[src/hw/rtl/magnetometer_trim_compensation_top_macros.svh]
// assertion helpers for the top block, which checks itself
`ifndef MAGNETOMETER_TRIM_COMPENSATION_TOP_MACROS_SVH
`define MAGNETOMETER_TRIM_COMPENSATION_TOP_MACROS_SVH

// same-cycle implication, quiet while in reset
`define MTC_ASSERT_IMP(name, ante, cons, msg) \
name: assert property (@(posedge clk) disable iff (!arst_n) (ante) |-> (cons)) \
	else $error(msg);

// next-cycle implication, quiet while in reset
`define MTC_ASSERT_NXT(name, ante, cons, msg) \
name: assert property (@(posedge clk) disable iff (!arst_n) (ante) |=> (cons)) \
	else $error(msg);

`endif

[src/hw/rtl/mtc_pkg.sv]
package mtc_pkg;

	// output format and soft-iron gain format
	localparam int OUT_W   = 20;
	localparam int GAIN_FB = 12;

	// raw sample widths
	localparam int RAW_XY_W = 13;
	localparam int RAW_Z_W  = 15;
	localparam int HALL_W   = 14;

	// shared divider: dividend and divisor widths, one quotient bit per stage
	localparam int DIV_NW = 34;
	localparam int DIV_DW = 18;

	// signed z compensation result
	localparam int CZ_W = DIV_NW + 1;

	localparam logic [RAW_XY_W-1:0] XY_SENTINEL = {1'b1, {(RAW_XY_W-1){1'b0}}};
	localparam logic [RAW_Z_W-1:0]  Z_SENTINEL  = {1'b1, {(RAW_Z_W-1){1'b0}}};

	localparam logic [OUT_W-1:0] OUT_MAX = {1'b0, {(OUT_W-1){1'b1}}};
	localparam logic [OUT_W-1:0] OUT_MIN = {1'b1, {(OUT_W-1){1'b0}}};

	localparam logic [15:0] GAIN_ONE = 16'(2**GAIN_FB);

	// configuration register indexes
	typedef enum logic [2:0] {
		REG_TRIM_XY,
		REG_TRIM_Z,
		REG_OFF_X,
		REG_OFF_Y,
		REG_OFF_Z,
		REG_GAIN_X,
		REG_GAIN_Y,
		REG_GAIN_Z
	} mtc_cfg_reg_t;

	// trim words, lowest field last
	typedef struct packed {
		logic [15:0]       xyz1;
		logic signed [7:0] xy2;
		logic [7:0]        xy1;
		logic signed [7:0] y2;
		logic signed [7:0] x2;
		logic signed [7:0] y1;
		logic signed [7:0] x1;
	} mtc_trim_xy_t;

	typedef struct packed {
		logic signed [15:0] z4;
		logic signed [15:0] z3;
		logic signed [15:0] z2;
		logic [15:0]        z1;
	} mtc_trim_z_t;

	// hard and soft iron calibration
	typedef struct packed {
		logic signed [19:0] off_x;
		logic signed [19:0] off_y;
		logic signed [19:0] off_z;
		logic [15:0]        gain_x;
		logic [15:0]        gain_y;
		logic [15:0]        gain_z;
	} mtc_cal_t;

	// side data that rides along with the divider
	typedef struct packed {
		logic signed [RAW_XY_W-1:0] raw_x;
		logic signed [RAW_XY_W-1:0] raw_y;
		logic                       bad_x;
		logic                       bad_y;
		logic                       bad_z;
		logic                       neg_z;
	} mtc_side_t;

	// one divider lane: partial remainder, dividend shifting into quotient, divisor
	typedef struct packed {
		logic [DIV_DW-1:0] rem;
		logic [DIV_NW-1:0] dq;
		logic [DIV_DW-1:0] den;
	} mtc_div_lane_t;

	// one finished result
	typedef struct packed {
		logic             sat;
		logic             inv_z;
		logic             inv_y;
		logic             inv_x;
		logic [OUT_W-1:0] field_z;
		logic [OUT_W-1:0] field_y;
		logic [OUT_W-1:0] field_x;
	} mtc_res_t;

endpackage

[src/hw/rtl/mtc_front.sv]
module mtc_front import mtc_pkg::*; (
	input  logic          clk,
	input  logic          arst_n,
	input  logic          en,
	input  logic          in_valid,
	input  logic [15:0]   x_pair,
	input  logic [15:0]   y_pair,
	input  logic [15:0]   z_pair,
	input  logic [15:0]   hall_pair,
	input  mtc_trim_xy_t  txy,
	input  mtc_trim_z_t   tz,
	output logic          out_valid,
	output mtc_div_lane_t out_a,
	output mtc_div_lane_t out_z,
	output mtc_side_t     out_side
);

	logic signed [RAW_XY_W-1:0] raw_x_c, raw_y_c;
	logic signed [RAW_Z_W-1:0]  raw_z_c;
	logic [HALL_W-1:0]          rh_c;

	logic                       valid_s1, valid_s2, valid_s3;
	logic signed [RAW_XY_W-1:0] raw_x_s1, raw_y_s1, raw_x_s2, raw_y_s2;
	logic [HALL_W-1:0]          rh_s1, rh_s2;
	logic signed [16:0]         q0_s1, q1_s1, q0_s2, q4_s2;
	logic [29:0]                z1rh_s1;
	logic                       bad_x_s1, bad_y_s1, bad_z_s1;
	logic                       bad_x_s2, bad_y_s2, bad_z_s2;
	logic signed [32:0]         q2_s2;

	logic signed [16:0]         q4_c;
	logic signed [34:0]         num_c, num_mag_c;
	logic signed [18:0]         den_c, den_mag_c;

	mtc_div_lane_t              a_s3, z_s3;
	mtc_side_t                  side_s3;

	// unpack the register pairs
	assign raw_x_c = {x_pair[15:8], x_pair[7:3]};
	assign raw_y_c = {y_pair[15:8], y_pair[7:3]};
	assign raw_z_c = {z_pair[15:8], z_pair[7:1]};
	assign rh_c    = {hall_pair[15:8], hall_pair[7:2]};

	// z divisor and numerator
	assign q4_c      = $signed({tz.z2[15], tz.z2}) + $signed({2'b00, z1rh_s1[29:15]});
	assign num_c     = (35'(q0_s2) <<< 17) - 35'(q2_s2);
	assign den_c     = 19'(q4_s2) <<< 2;
	assign num_mag_c = num_c[34] ? -num_c : num_c;
	assign den_mag_c = den_c[18] ? -den_c : den_c;

	// valid bits
	always_ff @(posedge clk or negedge arst_n) begin
		if (!arst_n) begin
			valid_s1 <= 1'b0;
			valid_s2 <= 1'b0;
			valid_s3 <= 1'b0;
		end else if (en) begin
			valid_s1 <= in_valid;
			valid_s2 <= valid_s1;
			valid_s3 <= valid_s2;
		end
	end

	always_ff @(posedge clk) begin
		if (en) begin
			// stage 1: raw values, sentinels, z1 times hall
			raw_x_s1 <= raw_x_c;
			raw_y_s1 <= raw_y_c;
			rh_s1    <= rh_c;
			q0_s1    <= $signed({{2{raw_z_c[RAW_Z_W-1]}}, raw_z_c}) - $signed({tz.z4[15], tz.z4});
			q1_s1    <= $signed({3'b000, rh_c}) - $signed({1'b0, txy.xyz1});
			z1rh_s1  <= 30'(tz.z1) * 30'(rh_c);
			bad_x_s1 <= (raw_x_c == XY_SENTINEL) || (rh_c == '0);
			bad_y_s1 <= (raw_y_c == XY_SENTINEL) || (rh_c == '0);
			bad_z_s1 <= (raw_z_c == Z_SENTINEL) || (rh_c == '0) || (tz.z2 == '0)
				|| (tz.z1 == '0) || (txy.xyz1 == '0);

			// stage 2: z3 term and divisor
			raw_x_s2 <= raw_x_s1;
			raw_y_s2 <= raw_y_s1;
			rh_s2    <= rh_s1;
			q0_s2    <= q0_s1;
			q2_s2    <= $signed(tz.z3) * q1_s1;
			q4_s2    <= q4_c;
			bad_x_s2 <= bad_x_s1;
			bad_y_s2 <= bad_y_s1;
			bad_z_s2 <= bad_z_s1 || (q4_c == '0);

			// stage 3: divider operands as magnitudes
			a_s3.rem       <= '0;
			a_s3.dq        <= {4'b0000, txy.xyz1, 14'b0};
			a_s3.den       <= {4'b0000, rh_s2};
			z_s3.rem       <= '0;
			z_s3.dq        <= num_mag_c[DIV_NW-1:0];
			z_s3.den       <= den_mag_c[DIV_DW-1:0];
			side_s3.raw_x  <= raw_x_s2;
			side_s3.raw_y  <= raw_y_s2;
			side_s3.bad_x  <= bad_x_s2;
			side_s3.bad_y  <= bad_y_s2;
			side_s3.bad_z  <= bad_z_s2;
			side_s3.neg_z  <= num_c[34] ^ den_c[18];
		end
	end

	assign out_valid = valid_s3;
	assign out_a     = a_s3;
	assign out_z     = z_s3;
	assign out_side  = side_s3;

endmodule

[config.mk]
export PLATFORM = sky130hd
export DESIGN_NAME = mtc_front
export DESIGN_NICKNAME = d
export VERILOG_FILES = /design/src/hw/rtl/magnetometer_trim_compensation_top_macros.svh /design/src/hw/rtl/mtc_pkg.sv /design/src/hw/rtl/mtc_front.sv
export SDC_FILE = /design/constraint.sdc
export NUM_CORES = 2
export LEC_CHECK = 0
export BUFFER_PORTS_ARGS = -buffer_cell sky130_fd_sc_hd__buf_2
export CAP_MARGIN = 10
export CORE_ASPECT_RATIO = 1.25
export CORE_UTILIZATION = 30
export DETAILED_ROUTE_END_ITERATION = 12
export GPL_TIMING_DRIVEN = 0
export PLACE_DENSITY_LB_ADDON = 0.15
export RECOVER_POWER = 100
export SLEW_MARGIN = 20
export SYNTH_ARGS = -nofsm -noshare
export SYNTH_HDL_FRONTEND = slang
export SYNTH_SLANG_ARGS = --single-unit
[constraint.sdc]
create_clock -name clk -period 6.7 [get_ports clk]
set_input_delay 1.005 -clock clk [delete_from_list [all_inputs] [get_ports clk]]
set_output_delay 1.005 -clock clk [all_outputs]
set_load 0.005 [all_outputs]
==> results.json <==
{
  "outcome": "finished, final reports clean",
  "r2r-end": "q2_s2[31]$_DFFE_PP_",
  "io_pins": 367,
  "grt_use_total": 0.167,
  "die_area_um2": 107000,
  "reg2reg_slack_ps": 220,
  "routed_wirelength_um": 88400,
  "reg2regPathDepth": 24,
  "areaGrowthSynthToFinish_pct": 17.7,
  "clk_latency_ps": 580,
  "worst_pin_slew_ps": 860,
  "routedWlPerCell_um": 18.6,
  "first_global_vias": 22300,
  "cts_sinks": 315,
  "startpoint_type": "primary input",
  "rsz0062_at_grt": "true",
  "drt_iter0_markers": 1013,
  "finalNonFillerCells": 4742,
  "skew_ps": 38.9,
  "synthCells": 2978,
  "synth_cell_type_count": 80,
  "finalNetCount": 4247,
  "dieHeight_um": 365,
  "grt_pass1_wl_um": 133000,
  "finalSetupViolCount": 0,
  "synth-edff-count": 312,
  "post_dp_cell_area_um2": 35000,
  "worstSetupEndpointType": "register",
  "ys.flop_type": "edfxtp_1",
  "antenna_left": 0,
  "synth_area_per_cell_um2": 10.6,
  "crit_type": "primary input to register",
  "antenna_found_initial": 6,
  "vias": 21400,
  "async_flop_share": 0.00952,
  "drv_slew": 0,
  "n_fill_cell": 10700,
  "cts_buffer_depth": 3,
  "dp_cells": 4627,
  "cts_tree": "done",
  "core_area_um2": 104000,
  "grt-ovfl-total": 0,
  "ys_ff_latch": 315,
  "seq_area_frac_synth": 0.298,
  "place_congestion": 0.845,
  "fp.dieW_um": 293,
  "num_rows": 132,
  "clock_tree.root_cell": "clkbuf_16",
  "htree_levels": 2,
  "path_max_fanout": 3,
  "start_util": 0.304,
  "synth_area_um2": 31700,
  "cp.arrival_ps": 6890,
  "fin_crit_ps": 6570,
  "setup_slack_ps": 128,
  "required_ps": 7020,
  "via_per_inst": 4.51,
  "slew_headroom": 0.427,
  "drtPass1Iterations": 5,
  "reg2reg_from": "q1_s1[4]$_DFFE_PP_",
  "drive_above_1_share": 0.155,
  "place_hpwl_um": 71900,
  "maxCapViolCount": 0,
  "cts_made_buffers": 42,
  "ys_warn_count": 0,
  "postLayoutCellArea_um2": 37300,
  "fin_crit_sh": 0.981,
  "finalHoldViolations": 0,
  "min-delay-path-class": "primary input to asynchronous set/reset pin",
  "grt_max_degree": 95,
  "clock.fmax_mhz": 152,
  "dp_slack_ps": -1510,
  "port_buffers": 246,
  "clkSlewWorstSetupHoldPaths_ps": 50,
  "drc_errors": 0
}
## timing repair
action,in CTS,in global routing
hold buffers,0,0
setup endpoints to repair,24,7
pin swaps,13,31
resized for setup,107,87
setup buffers,24,23
## cells in the final DEF (no fill, tap or decap), types with 60 or more instances in the layout
| cell | count |
|---|---|
| buf_2 | 193 |
| edfxtp_1 | 312 |
| and2_1 | 221 |
| buf_4 | 121 |
| nor2_1 | 110 |
| inv_1 | 557 |
| conb_1 | 60 |
| nand2_1 | 321 |
| a21oi_1 | 64 |
| fa_1 | 436 |
| xnor2_1 | 118 |
| ha_1 | 231 |
## worst max path at each step
stage	startpoint	slack [ps]	end
after floorplan	tz[33]	7	q2_s2[31]$_DFFE_PP_
after global placement	hall_pair[8]	-1540	z1rh_s1[28]$_DFFE_PP_
after detailed placement	hall_pair[8]	-1510	z1rh_s1[28]$_DFFE_PP_
after CTS	hall_pair[6]	-3	z1rh_s1[27]$_DFFE_PP_
after global routing	tz[10]	-60	z1rh_s1[27]$_DFFE_PP_
final	tz[7]	130	z1rh_s1[27]$_DFFE_PP_
## cell families (layout without fill, tap and decap cells)
logic type	Yosys count	in the layout	share of synthesized area
xor gates and xnor gates	157	157	0.0434
muxes	8	8	0.00273
other	1	62	0.000118
and+or+nand+nor	838	838	0.134
adders and majority gates	683	683	0.375
AOI/OAI and AO/OA	272	272	0.0559
buffers and inverters	704	1067	0.0909
DFF	315	315	0.298
## per-stage QoR
stage          hold slack (ps)  TNS [ps]  utilization
5_1_grt                    206      -198        0.358
3_5_place_dp               405    -25910        0.337
2_1_floorplan              400         0            -
6_report                   236         0        0.358
4_1_cts                    175     -4.39        0.355
3_3_place_gp               401   -100310        0.336
## cells in the mapped netlist, drive strengths merged (3+ instances only)
master,n,share of area
edfxtp,312,0.30
mux2,5,0.0018
nor3b,5,0.0015
or3,14,0.0034
or4,8,0.0020
dfrtp,3,0.0024
o21ai,70,0.011
nor4b,5,0.0014
xor2,37,0.010
a21boi,14,0.0033
clkbuf,78,0.0092
o211ai,3,0.00071
nor2,110,0.013
a211o,4,0.0011
a21o,27,0.0064
o2111ai,3,0.00083
fa,443,0.28
mux2i,3,0.00095
nand3,20,0.0032
nor2b,18,0.0036
nor4,26,0.0061
inv,563,0.067
o21bai,9,0.0021
and2,225,0.044
a31oi,12,0.0024
and3,7,0.0014
or2,9,0.0018
nor3,29,0.0049
ha,240,0.095
o31ai,12,0.0033
o41ai,7,0.0022
nand3b,3,0.00071
xnor2,120,0.033
a211oi,4,0.00095
buf,63,0.015
o21a,12,0.0028
o22ai,3,0.00059
nand2,322,0.038
nand2b,20,0.0040
nand4,13,0.0026
a21oi,72,0.012
## state kept, by name, indices dropped and copies added (netlist names), 17 cells and up
name	count
out_z	50
q2_s2	33
out_a	30
out_side	30
q0_s1	17
q0_s2	17
q1_s1	17
q4_s2	17
## per-layer routing
metal  global-route usage  share of wire  vias up
met2                0.296           0.51      449
met1                0.210           0.42    10700
met4               0.0478          0.025        0
met5                    0              0        -
met3               0.0241          0.047      108
li1                     -              -    10200
## area by class of cell
| class | count | area [um2] | area share |
|---|---|---|---|
| Multi-Input combinational cell | 2018 | 19800 | 0.532 |
| Sequential cell | 315 | 9440 | 0.254 |
| Inverter | 563 | 2120 | 0.0568 |
| Timing Repair Buffer | 297 | 1740 | 0.0468 |
| Tap cell | 1340 | 1680 | 0.0450 |
| Clock buffer | 47 | 1090 | 0.0293 |
| Buffer | 131 | 1070 | 0.0288 |
| Clock inverter | 29 | 302 | 0.00809 |
| Antenna cell | 2 | 5.00 | 0.000134 |
## critical path, stage by stage
cell and delay, ps:
buf_12 110, clkbuf_16 130, and2_4 130, fa_1 540, inv_2 40, fa_1 520
inv_2 40, fa_1 470, fa_1 530, fa_1 570, inv_2 40, fa_1 520
inv_2 50, ha_4 230, a21o_1 150, a21o_1 200, a21oi_2 190, o21ai_2 130
o41ai_4 410, nand3_2 160, a31oi_4 180, nor2b_2 70, o21ai_2 200, nor2b_4 190
xnor2_2 70
Power is not shown: default switching activity piles up to over one toggle a cycle in this logic, so the estimate is an artifact.
